[src/rtl/core/sbx_pkg.sv]
// Package for the serial buffer block with XON/XOFF flow control.
// Holds the sizes, character codes, item types and ring pointer helpers.
// Depends on nothing.
`timescale 1ns / 1ps

package sbx_pkg;

  localparam int BUFFER_DEPTH = 64;
  localparam int PTR_W        = $clog2(BUFFER_DEPTH);
  localparam int CMP_W        = (PTR_W > 6) ? PTR_W : 6;

  localparam logic [PTR_W-1:0] DEPTH_P = PTR_W'(BUFFER_DEPTH);
  localparam logic [PTR_W-1:0] LAST_P  = PTR_W'(BUFFER_DEPTH - 1);

  localparam logic [7:0] CHAR_XON  = 8'd17;
  localparam logic [7:0] CHAR_XOFF = 8'd19;

  localparam logic [2:0] FLAGS_NONE     = 3'b000;
  localparam logic [2:0] FLAG_SEND_XON  = 3'b001;
  localparam logic [2:0] FLAG_SEND_XOFF = 3'b010;
  localparam logic [2:0] FLAG_STATE_XON = 3'b100;

  localparam int CFG_IDX_W  = 8;
  localparam int CFG_DATA_W = 8;
  localparam logic [CFG_IDX_W-1:0] CFG_FLOW_EN = CFG_IDX_W'(0);
  localparam logic [CFG_IDX_W-1:0] CFG_THRESH  = CFG_IDX_W'(1);
  localparam logic [5:0] THRESH_RESET = 6'd16;

  typedef enum logic [1:0] {
    OP_RX_BYTE    = 2'd0,
    OP_TX_SLOT    = 2'd1,
    OP_HOST_READ  = 2'd2,
    OP_HOST_WRITE = 2'd3
  } op_t;

  typedef enum logic {
    ST_IDLE,
    ST_LOAD
  } state_t;

  typedef struct packed {
    op_t        operation;
    logic [7:0] data_byte;
  } sbx_in_t;

  typedef struct packed {
    logic       send_valid;
    logic [7:0] send_byte;
    logic       read_valid;
    logic [7:0] read_byte;
    logic       write_accepted;
    logic       rx_dropped;
    logic [5:0] rx_fill;
    logic [5:0] tx_fill;
    logic       send_request;
  } sbx_out_t;

  typedef struct packed {
    logic       use_tx_data;
    logic       use_rx_data;
    sbx_out_t   res;
  } step_t;

  typedef struct packed {
    logic             we;
    logic [PTR_W-1:0] waddr;
    logic [7:0]       wdata;
    logic             re;
    logic [PTR_W-1:0] raddr;
  } ram_req_t;

  function automatic logic [PTR_W-1:0] ptr_next(logic [PTR_W-1:0] p);
    return (p == LAST_P) ? '0 : p + PTR_W'(1);
  endfunction

  function automatic logic [PTR_W-1:0] ring_fill(logic [PTR_W-1:0] w, logic [PTR_W-1:0] r);
    return (w >= r) ? w - r : w - r + DEPTH_P;
  endfunction

  function automatic logic [PTR_W-1:0] ring_free(logic [PTR_W-1:0] w, logic [PTR_W-1:0] r);
    return LAST_P - ring_fill(w, r);
  endfunction

  function automatic logic at_or_below(logic [PTR_W-1:0] v, logic [5:0] thr);
    return CMP_W'(v) <= CMP_W'(thr);
  endfunction

  function automatic logic [5:0] fill6(logic [PTR_W-1:0] v);
    logic [CMP_W-1:0] ext;
    ext = CMP_W'(v);
    return ext[5:0];
  endfunction

endpackage

[src/rtl/core/sbx_ram.sv]
// Generic single-write, single-read synchronous RAM with registered read data.
// Used for the receive and transmit byte stores. No dependencies.
`timescale 1ns / 1ps

module sbx_ram #(
  parameter int DEPTH = 64,
  parameter int WIDTH = 8
) (
  input  logic                     clk,
  input  logic                     we,
  input  logic [$clog2(DEPTH)-1:0] waddr,
  input  logic [WIDTH-1:0]         wdata,
  input  logic                     re,
  input  logic [$clog2(DEPTH)-1:0] raddr,
  output logic [WIDTH-1:0]         rdata
);

  logic [WIDTH-1:0] mem [DEPTH];
  logic [WIDTH-1:0] rdata_r;

  always_ff @(posedge clk) begin
    if (we) begin
      mem[waddr] <= wdata;
    end
    if (re) begin
      rdata_r <= mem[raddr];
    end
  end

  assign rdata = rdata_r;

endmodule

[src/rtl/core/sbx_ctrl.sv]
// Ring pointer, flow flag and send request control for the serial buffers.
// Issues store accesses per item and keeps the partial result. Uses sbx_pkg.
`timescale 1ns / 1ps

module sbx_ctrl (
  input  logic             clk,
  input  logic             rst_n,
  input  logic             accept,
  input  sbx_pkg::sbx_in_t item,
  input  logic             flow_en,
  input  logic [5:0]       flow_thresh,
  output sbx_pkg::ram_req_t rx_req,
  output sbx_pkg::ram_req_t tx_req,
  output sbx_pkg::step_t    step
);
  import sbx_pkg::*;

  logic [PTR_W-1:0] rx_wptr_r, rx_wptr_nxt, rx_rptr_r, rx_rptr_nxt;
  logic [PTR_W-1:0] tx_wptr_r, tx_wptr_nxt, tx_rptr_r, tx_rptr_nxt;
  logic [2:0]       flags_r, flags_nxt;
  logic             send_en_r, send_en_nxt;
  step_t            step_r, step_nxt;

  always_comb begin
    logic [PTR_W-1:0] rx_fill_cur, tx_fill_cur;
    rx_fill_cur = ring_fill(rx_wptr_r, rx_rptr_r);
    tx_fill_cur = ring_fill(tx_wptr_r, tx_rptr_r);
    rx_wptr_nxt = rx_wptr_r;
    rx_rptr_nxt = rx_rptr_r;
    tx_wptr_nxt = tx_wptr_r;
    tx_rptr_nxt = tx_rptr_r;
    flags_nxt   = flags_r;
    send_en_nxt = send_en_r;
    rx_req      = '{we: 1'b0, waddr: rx_wptr_r, wdata: item.data_byte,
                    re: 1'b0, raddr: rx_rptr_r};
    tx_req      = '{we: 1'b0, waddr: tx_wptr_r, wdata: item.data_byte,
                    re: 1'b0, raddr: tx_rptr_r};
    step_nxt    = '0;
    if (accept) begin
      unique case (item.operation)
        OP_RX_BYTE: begin
          if (rx_fill_cur != LAST_P) begin
            rx_req.we   = 1'b1;
            rx_wptr_nxt = ptr_next(rx_wptr_r);
          end else begin
            step_nxt.res.rx_dropped = 1'b1;
          end
          if (flow_en && flags_r[2] &&
              at_or_below(ring_free(rx_wptr_nxt, rx_rptr_r), flow_thresh)) begin
            flags_nxt   = FLAG_SEND_XOFF | FLAG_STATE_XON;
            send_en_nxt = 1'b1;
          end
        end
        OP_TX_SLOT: begin
          if (send_en_r) begin
            priority if (flow_en && flags_r[0]) begin
              step_nxt.res.send_valid = 1'b1;
              step_nxt.res.send_byte  = CHAR_XON;
              flags_nxt               = FLAG_STATE_XON;
            end else if (flow_en && flags_r[1]) begin
              step_nxt.res.send_valid = 1'b1;
              step_nxt.res.send_byte  = CHAR_XOFF;
              flags_nxt               = FLAGS_NONE;
            end else if (tx_fill_cur != '0) begin
              step_nxt.res.send_valid = 1'b1;
              step_nxt.use_tx_data    = 1'b1;
              tx_req.re               = 1'b1;
              tx_rptr_nxt             = ptr_next(tx_rptr_r);
            end else begin
              send_en_nxt = 1'b0;
            end
          end
        end
        OP_HOST_READ: begin
          if (rx_fill_cur != '0) begin
            step_nxt.res.read_valid = 1'b1;
            step_nxt.use_rx_data    = 1'b1;
            rx_req.re               = 1'b1;
            rx_rptr_nxt             = ptr_next(rx_rptr_r);
          end
          if (flow_en && !flags_r[2] &&
              at_or_below(ring_fill(rx_wptr_r, rx_rptr_nxt), flow_thresh)) begin
            flags_nxt   = FLAG_SEND_XON;
            send_en_nxt = 1'b1;
          end
        end
        OP_HOST_WRITE: begin
          if (tx_fill_cur != LAST_P) begin
            tx_req.we                   = 1'b1;
            tx_wptr_nxt                 = ptr_next(tx_wptr_r);
            step_nxt.res.write_accepted = 1'b1;
          end
          send_en_nxt = 1'b1;
        end
        default: begin
        end
      endcase
    end
    step_nxt.res.rx_fill      = fill6(ring_fill(rx_wptr_nxt, rx_rptr_nxt));
    step_nxt.res.tx_fill      = fill6(ring_fill(tx_wptr_nxt, tx_rptr_nxt));
    step_nxt.res.send_request = send_en_nxt;
  end

  always_ff @(posedge clk) begin
    if (!rst_n) begin
      rx_wptr_r <= '0;
      rx_rptr_r <= '0;
      tx_wptr_r <= '0;
      tx_rptr_r <= '0;
      flags_r   <= FLAG_SEND_XON;
      send_en_r <= 1'b1;
    end else begin
      rx_wptr_r <= rx_wptr_nxt;
      rx_rptr_r <= rx_rptr_nxt;
      tx_wptr_r <= tx_wptr_nxt;
      tx_rptr_r <= tx_rptr_nxt;
      flags_r   <= flags_nxt;
      send_en_r <= send_en_nxt;
    end
  end

  always_ff @(posedge clk) begin
    if (accept) begin
      step_r <= step_nxt;
    end
  end

  assign step = step_r;

  a_single_access: assert property (@(posedge clk) disable iff (!rst_n)
    $countones({rx_req.we, rx_req.re, tx_req.we, tx_req.re}) <= 1)
    else $error("more than one store access for one item");

  a_no_idle_access: assert property (@(posedge clk) disable iff (!rst_n)
    !accept |-> !(rx_req.we || rx_req.re || tx_req.we || tx_req.re))
    else $error("store accessed without an accepted item");

  a_tx_push_grows: assert property (@(posedge clk) disable iff (!rst_n)
    tx_req.we |=> ring_fill(tx_wptr_r, tx_rptr_r) ==
                  $past(ring_fill(tx_wptr_r, tx_rptr_r)) + PTR_W'(1))
    else $error("transmit fill did not grow by one after a push");

endmodule

[src/rtl/core/serial_buffers_xon_xoff.sv]
// Top level of the serial receive/transmit buffers with XON/XOFF flow control.
// Instantiates sbx_ctrl and two sbx_ram stores; uses sbx_pkg.
`timescale 1ns / 1ps

// The pointers, flags and store access are resolved in the cycle the item is
// accepted; the result is formed in ST_LOAD once the registered read data of
// the byte store has arrived and the output register is free. The result
// then sits in an output register, so a new item is accepted while an
// earlier result still waits to be taken. Configuration writes are always
// ready and take effect at once; there is no clearing pass after reset.

module serial_buffers_xon_xoff (
  input  logic                               clk,
  input  logic                               rst_n,
  input  logic                               in_valid,
  output logic                               in_stall,
  input  sbx_pkg::sbx_in_t                   in_item,
  output logic                               out_valid,
  input  logic                               out_stall,
  output sbx_pkg::sbx_out_t                  out_item,
  input  logic                               cfg_valid,
  output logic                               cfg_ready,
  input  logic [sbx_pkg::CFG_IDX_W-1:0]      cfg_index,
  input  logic [sbx_pkg::CFG_DATA_W-1:0]     cfg_data
);
  import sbx_pkg::*;

  state_t     state_r, state_nxt;
  logic       flow_en_r, flow_en_nxt;
  logic [5:0] thresh_r, thresh_nxt;
  logic       out_valid_r, out_valid_nxt;
  sbx_out_t   out_item_r, out_item_nxt;
  logic       accept, load;
  ram_req_t   rx_req, tx_req;
  step_t      step;
  logic [7:0] rx_rdata, tx_rdata;

  assign accept    = in_valid && !in_stall;
  assign cfg_ready = 1'b1;

  always_comb begin
    flow_en_nxt = flow_en_r;
    thresh_nxt  = thresh_r;
    if (cfg_valid && cfg_ready) begin
      if (cfg_index == CFG_FLOW_EN) begin
        flow_en_nxt = cfg_data[0];
      end else if (cfg_index == CFG_THRESH) begin
        thresh_nxt = cfg_data[5:0];
      end
    end
  end

  always_comb begin
    state_nxt = state_r;
    unique case (state_r)
      ST_IDLE: begin
        if (accept) begin
          state_nxt = ST_LOAD;
        end
      end
      ST_LOAD: begin
        if (load) begin
          state_nxt = ST_IDLE;
        end
      end
      default: state_nxt = ST_IDLE;
    endcase
  end

  always_comb begin
    in_stall = (state_r != ST_IDLE);
    load     = (state_r == ST_LOAD) && (!out_valid_r || !out_stall);
  end

  always_comb begin
    out_valid_nxt = out_valid_r && out_stall;
    out_item_nxt  = out_item_r;
    if (load) begin
      out_valid_nxt          = 1'b1;
      out_item_nxt           = step.res;
      if (step.use_tx_data) begin
        out_item_nxt.send_byte = tx_rdata;
      end
      if (step.use_rx_data) begin
        out_item_nxt.read_byte = rx_rdata;
      end
    end
  end

  always_ff @(posedge clk) begin
    if (!rst_n) begin
      state_r     <= ST_IDLE;
      flow_en_r   <= 1'b1;
      thresh_r    <= THRESH_RESET;
      out_valid_r <= 1'b0;
    end else begin
      state_r     <= state_nxt;
      flow_en_r   <= flow_en_nxt;
      thresh_r    <= thresh_nxt;
      out_valid_r <= out_valid_nxt;
    end
  end

  always_ff @(posedge clk) begin
    out_item_r <= out_item_nxt;
  end

  assign out_valid = out_valid_r;
  assign out_item  = out_item_r;

  sbx_ctrl u_ctrl (
    .clk         (clk),
    .rst_n       (rst_n),
    .accept      (accept),
    .item        (in_item),
    .flow_en     (flow_en_r),
    .flow_thresh (thresh_r),
    .rx_req      (rx_req),
    .tx_req      (tx_req),
    .step        (step)
  );

  sbx_ram #(.DEPTH(BUFFER_DEPTH), .WIDTH(8)) u_rx_ram (
    .clk   (clk),
    .we    (rx_req.we),
    .waddr (rx_req.waddr),
    .wdata (rx_req.wdata),
    .re    (rx_req.re),
    .raddr (rx_req.raddr),
    .rdata (rx_rdata)
  );

  sbx_ram #(.DEPTH(BUFFER_DEPTH), .WIDTH(8)) u_tx_ram (
    .clk   (clk),
    .we    (tx_req.we),
    .waddr (tx_req.waddr),
    .wdata (tx_req.wdata),
    .re    (tx_req.re),
    .raddr (tx_req.raddr),
    .rdata (tx_rdata)
  );

  a_accept_to_load: assert property (@(posedge clk) disable iff (!rst_n)
    accept |=> state_r == ST_LOAD)
    else $error("accepted item did not move to the result stage");

  a_load_fills_out: assert property (@(posedge clk) disable iff (!rst_n)
    load |=> out_valid_r && state_r == ST_IDLE)
    else $error("result stage did not hand its item to the output register");

  a_no_overwrite: assert property (@(posedge clk) disable iff (!rst_n)
    (out_valid_r && out_stall) |-> !load)
    else $error("pending result overwritten while stalled");

endmodule
[config.mk]
export PLATFORM = sky130hd
export DESIGN_NAME = serial_buffers_xon_xoff
export DESIGN_NICKNAME = d
export VERILOG_FILES = /design/src/rtl/core/sbx_pkg.sv /design/src/rtl/core/sbx_ram.sv /design/src/rtl/core/sbx_ctrl.sv /design/src/rtl/core/serial_buffers_xon_xoff.sv
export SDC_FILE = /design/constraint.sdc
export NUM_CORES = 1
export LEC_CHECK = 0
export BUFFER_PORTS_ARGS = -buffer_cell sky130_fd_sc_hd__buf_4
export CELL_PAD_IN_SITES_DETAIL_PLACEMENT = 1
export CELL_PAD_IN_SITES_GLOBAL_PLACEMENT = 1
export CORE_MARGIN = 2
export CORE_UTILIZATION = 60
export CTS_CLUSTER_DIAMETER = 30
export CTS_CLUSTER_SIZE = 28
export DETAILED_ROUTE_END_ITERATION = 12
export GPL_TIMING_DRIVEN = 0
export PLACE_DENSITY_LB_ADDON = 0.1
export SYNTH_ARGS = -nofsm -noshare
export SYNTH_HDL_FRONTEND = slang
export SYNTH_SLANG_ARGS = --single-unit
[constraint.sdc]
create_clock -name clk -period 9.6 [get_ports clk]
set_input_delay 0.96 -clock clk [delete_from_list [all_inputs] [get_ports clk]]
set_output_delay 0.96 -clock clk [all_outputs]
set_load 0.01 [all_outputs]
After elaboration in Yosys (flattened, before gate mapping)
Memories as Yosys holds them, arrays and structs flattened. A register that Yosys moved wholly into a read port is not among the register bits.
Cells that the tools add are included.
{ "totals": {"register_bits": 96, "latchBits": 0, "mem_bits_rw": 1024, "mem_bits_ro": 0, "in_bits": 31, "output_inout_bits": 36, "word_cells": 149, "mem_count": 2} }
{ "mem_list": {"columns": ["name", "words", "width", "rd", "rd_clocked_by_memory_dff", "wr", "line", "rtl"], "rows": [
  ["u_rx_ram.mem", 64, 8, 1, 1, 1, "sbx_ram.sv:18", "logic [WIDTH-1:0] mem [DEPTH];"],
  ["u_tx_ram.mem", 64, 8, 1, 1, 1, "sbx_ram.sv:18", null]
]} }
{ "classes": {"add_sub_neg": 11, "multipliers": 0, "div": 0, "order_cmp": 2, "n_eq_ne": 14, "n_shift": 0, "mux": 63, "bitwise_logic": 4, "reduce_logical": 24} }
{ "op_table": {"columns": ["op", "count"], "rows": [
  ["$mux 6", 23],
  ["$sub 6x6->6", 6],
  ["$mux 1", 29],
  ["$add 6x1->6 const B", 4],
  ["$eq 6x6->1 const B", 4],
  ["$mux 3", 5],
  ["$le 6x6->1", 2],
  ["$ne 6x6->1 const B", 2],
  ["$reduce_bool 6->1", 2],
  ["$logic_and 1x1->1", 9],
  ["$mux 9", 1],
  ["$pmux 3 s3", 1],
  ["$eq 8x1->1 const B", 1],
  ["$logic_not 8->1", 1],
  ["$mux 8", 1],
  ["$ne 2x1->1 const B", 3],
  ["$reduce_and 6->1", 1],
  ["$sub 6x6->6 const A", 1],
  ["$mux 5", 1],
  ["$eq 2x2->1 const B", 2],
  ["$logic_not 1->1", 4],
  ["$not 1->1", 4],
  ["$pmux 1 s4", 1],
  ["$reduce_and 2->1", 2],
  ["8 further kinds", 8]
]} }

Depth between registers and ports, before layout
{ "logic_depth": {"ltp_word": 12, "depth_mapped": 27, "ltp_nobuf": 26} }

Modules after synthesis
A second synthesis with hierarchy kept.
{ "unflattened": {"cells_unflattened": 2472, "hier_area_um2": 46369.5} }
{ "modules_own_cells": {"columns": ["module", "instances", "cells_each", "area_per_inst_um2", "seq_area_each_um2"], "rows": [
  ["sbx_ram at u_rx_ram", 1, 967, 20315.7, 15615.0],
  ["sbx_ram at u_tx_ram", 1, 940, 20246.9, 15615.0],
  ["sbx_ctrl", 1, 471, 4206.5, 1161.1],
  ["serial_buffers_xon_xoff", 1, 94, 1600.3, 1171.1]
]} }

Least setup slack after synthesis
No wires, ideal clock.
{ "synth_timing": {"path_type": "reg2reg", "startpoint": "register u_ctrl.rx_rptr_r[1]", "endpoint": "register u_ctrl.flags_r[0]", "setup_time_ns": 0.126, "t_arrival_ns": 5.554, "slack_ns": 3.921, "path_stages_with_launch": 26, "n_path_buf": 4, "path_cell_list": "dfxtp_1 clkbuf_1 clkbuf_1 clkbuf_1 inv_1 fa_1 xor2_1 nor4b_1 a31oi_1 or4_4 buf_6 a21oi_1 ha_1 a21o_1 a21o_1 a21o_1 a21oi_1 xnor2_1 xnor2_1 ha_1 nand3_1 a21oi_1 o41ai_1 o2111ai_1 mux2i_1 nand2_1"} }
{ "synth_between": {"elab_chain_cells": 11, "elab_cells_between_ends": 22, "cone_classes": "5 x add/sub; 2 x order compare; 4 x eq/ne; 7 x mux; 4 x reduce/logical"} }
{ "synth_rtl": {"columns": ["item", "line", "rtl"], "rows": [
  ["start, declared", "sbx_ctrl.sv:18", "logic [PTR_W-1:0] rx_wptr_r, rx_wptr_nxt, rx_rptr_r, rx_rptr_nxt;"],
  ["start signal, assigned", "sbx_ctrl.sv:114", "rx_rptr_r <= rx_rptr_nxt;"],
  ["$sub 6x6->6", "sbx_pkg.sv:77", "return (w >= r) ? w - r : w - r + DEPTH_P;"],
  ["$ne 6x6->1", "sbx_ctrl.sv:42", "if (rx_fill_cur != LAST_P) begin"],
  ["$mux 6", "sbx_ctrl.sv:42", null],
  ["$mux 6", "sbx_ctrl.sv:40", "unique case (item.operation)"],
  ["$mux 6", "sbx_ctrl.sv:39", "if (accept) begin"],
  ["$sub 6x6->6", "sbx_pkg.sv:77", null],
  ["$sub 6x6->6", "sbx_pkg.sv:81", "return LAST_P - ring_fill(w, r);"],
  ["$le 6x6->1", "sbx_pkg.sv:85", "return CMP_W'(v) <= CMP_W'(thr);"],
  ["$logic_and 1x1->1", "sbx_ctrl.sv:48", "if (flow_en && flags_r[2] &&"],
  ["$ne 2x1->1 (no source line)", null, null],
  ["$reduce_and 6->1 (no source line) (*)", null, null],
  ["end signal, assigned", "sbx_ctrl.sv:117", "flags_r <= flags_nxt;"],
  ["end, declared", "sbx_ctrl.sv:20", "logic [2:0] flags_r, flags_nxt;"]
]} }
Mark *: on every way between the ends. The rest lies on a longest branch, timed or not. The select of a mux whose other input is x is not followed.
A chain may end at the register's enable or synchronous reset.

Final worst setup path
{ "layout_timing": {"startpoint": "register u_ctrl.rx_rptr_r[1]", "endpoint": "register u_ctrl.flags_r[1]"} }
Same word-level chain as after synthesis.

==> metrics.txt <==
status=completed; non-filler instance count after layout=3633; Routed Antenna Nets=0; Mapped Cells=approximately 2200; CTS clk-pin slew, worst paths=approximately 50 ps; Clock Sinks=around 1100; final global-route overflow total=0; Layout Skew=about 47 ps; Fin Hold WS=379 ps; max cap viols=0; setup bufs post-CTS=0; Final Hold Violating Endpoints=0; syn avg cell area=20.3 µm²; commonest non-fill, non-tap cell in the layout=edfxtp_1; EDFF count, synth=roughly 1100; total number of vias=~24000; Slew Viols, Final=0; Synth cell types=78; unrepaired setup endpoints after global routing=false; CP Class=flop to flop; Synth Warn #=0; CTS Buf Count=186; share of cells above drive strength 1=28.1%; most frequent cells in the layout=edfxtp_1, mux4_2, clkbuf_16; f_max=127 MHz; Max rail drop VDD=about 0.19 mV; Starting Density=60.9%; post_cts resized=0; fin area=0.0539 mm²; first-pass GRT wire length=around 180 mm; Setup TNS=0 ps; diodes inserted=0; Post-DP Area=between 0.04 and 0.05 mm²; hold crit path type=flop to flop; I/O Buffers=63; Synth Register Bits=1130; pin count of the biggest net entering global routing=129; CTS tree=yes; DR WL/cell=34.6 µm; Die H=279 µm; post-cts hold buffer count=0; Global Route Usage Sum=33.1%; Initial DRC Count=2473; Final period util=82.1%; root buffer cell=clkbuf_16; Crit Path Max Fanout=10; Die W=~280 µm; Placed Cells incl. Taps=approximately 3300; P_leak=between 15 and 20 nW; antenna violations before repair=0; number of H-tree levels=4; total die area=0.0780 mm²; Worst Path Required=between 10000 and 15000 ps; clock latency on the worst-skew pair=780 ps; Slew headroom=22.8%; Vias/cell=6.70; kind of end point of the critical path=flop; fin crit period=7880 ps; Pre-Repair DR Iteration Count=5; Total Wirelength=126 mm; Net count, final=2589; FILL cells=5665; drt drc=0; asr flop ratio synth=0%; CP arrival=8490 ps; hpwl dp=72.3 mm; Cell Area, Synth=0.0455 mm²; area grow syn2layout=18.6%; Row Count=100; CTS Buffer Depth=3; final setup vio count=0; post-synthesis sequential area ratio=73.8%; PD cells=233 mW/mm²; crit path launch type=flop; vias in the first global route=between 20000 and 30000; Ports=67; core area=about 0.075 mm²; gpl congestion=slightly above 0.9; Worst-Margin Slew=1160 ps; net count after synthesis=2329; most common flop cell mapped by yosys=edfxtp_1
==> path summary, 6_finish.rpt <==
check	start	endpoint	slack, ps	cells past startpoint
worst max-delay path	u_ctrl.rx_rptr_r[1]	u_ctrl.flags_r[1]	1720	26
worst min-delay path	u_ctrl.step[7]	out_item[7]	380	0
worst max register to register	u_ctrl.rx_rptr_r[1]	u_ctrl.flags_r[1]	1720	26
worst min register to register	u_ctrl.step[7]	out_item[7]	380	0
==> where the power goes <==
group          leakage (nW)  total [mW]  switching, mW  internal, mW
logic                  4.27       0.295          0.196        0.0982
registers              10.2        5.44         0.0102          5.43
clock network          3.07        6.81           2.57          4.24
==> logic make-up (layout without fill, tap and decap cells) <==
group           count (synthesis)  after routing  synth area share (%)
flops                        1130           1130                  73.8
mux                           361            361                  16.5
simple gates                  336            336                  3.48
buf+inv                       171            594                  1.52
compound gates                148            148                  2.28
fa+ha+maj                      57             57                  1.67
xor+xnor                       37             37                 0.713
other cells                     1              1               0.00825
==> final cells by class <==
| type | count | area (µm²) | area share (%) |
|---|---|---|---|
| Sequential cell | 1130 | 33600 | 62.2 |
| Inverter | 55 | 206 | 0.383 |
| Tap cell | 969 | 1210 | 2.25 |
| Timing Repair Buffer | 72 | 751 | 1.39 |
| Clock inverter | 148 | 1670 | 3.10 |
| Clock buffer | 203 | 4800 | 8.91 |
| Multi-Input combinational cell | 940 | 11200 | 20.9 |
| Buffer | 116 | 484 | 0.898 |
==> metrics by stage <==
step / util [%] / worst slack (ps) / power (mW)
finish: 72.2 / 1720 / 12.6
global route: 72.2 / 1340 / 12.8
floorplan: - / 3920 / 5.66
CTS: 71.9 / 1820 / 12.6
global placement: 63.1 / 2370 / 5.80
detailed placement: 63.2 / 2170 / 5.82
==> sequential cells by signal, summed over array words and instances, names as in the netlist, 8 cells and up <==
name            count
out_item           33
u_ctrl.step        20
u_rx_ram.mem      512
u_rx_ram.rdata      8
u_tx_ram.mem      512
u_tx_ram.rdata      8
==> Yosys cell counts (all sizes together) (14+ instances only) <==
master / number / share of area [%]
edfxtp: 1093 / 72
and2: 26 / 0.36
buf: 44 / 0.47
mux2i: 45 / 0.99
a21oi: 32 / 0.36
o21ai: 27 / 0.30
mux4: 312 / 15
a21o: 14 / 0.23
nand3: 29 / 0.33
xnor2: 28 / 0.54
clkbuf: 72 / 0.59
ha: 51 / 1.4
dfxtp: 37 / 1.6
inv: 53 / 0.44
a221oi: 15 / 0.29
nor2: 173 / 1.4
nand2: 41 / 0.34
==> metal layers <==
| metal | up-vias | share of wire [%] | track usage (%) |
|---|---|---|---|
| li1 | 9808 | - | - |
| met1 | 12874 | 37 | 41.3 |
| met5 | - | 0 | 0 |
| met4 | 0 | 5.2 | 16.9 |
| met3 | 329 | 6.6 | 5.44 |
| met2 | 1335 | 52 | 56.7 |
==> worst max-delay path: stages, from the launching register on <==
cell	delay, ps
dfxtp_1	380
clkbuf_1	400
clkbuf_1	500
clkbuf_1	770
inv_1	370
fa_1	550
xor2_1	220
nor4b_1	360
a31oi_1	200
nor4_2	680
nand2_1	120
nand2_1	130
ha_1	150
inv_1	60
a21o_1	180
a21o_1	210
a21o_1	190
a21oi_1	170
xnor2_1	160
xnor2_1	180
ha_1	280
nand3_1	110
a21oi_1	50
o41ai_1	550
o2111ai_1	390
mux2i_1	310
nor2_1	70
Power figures use the tool's default switching activity.
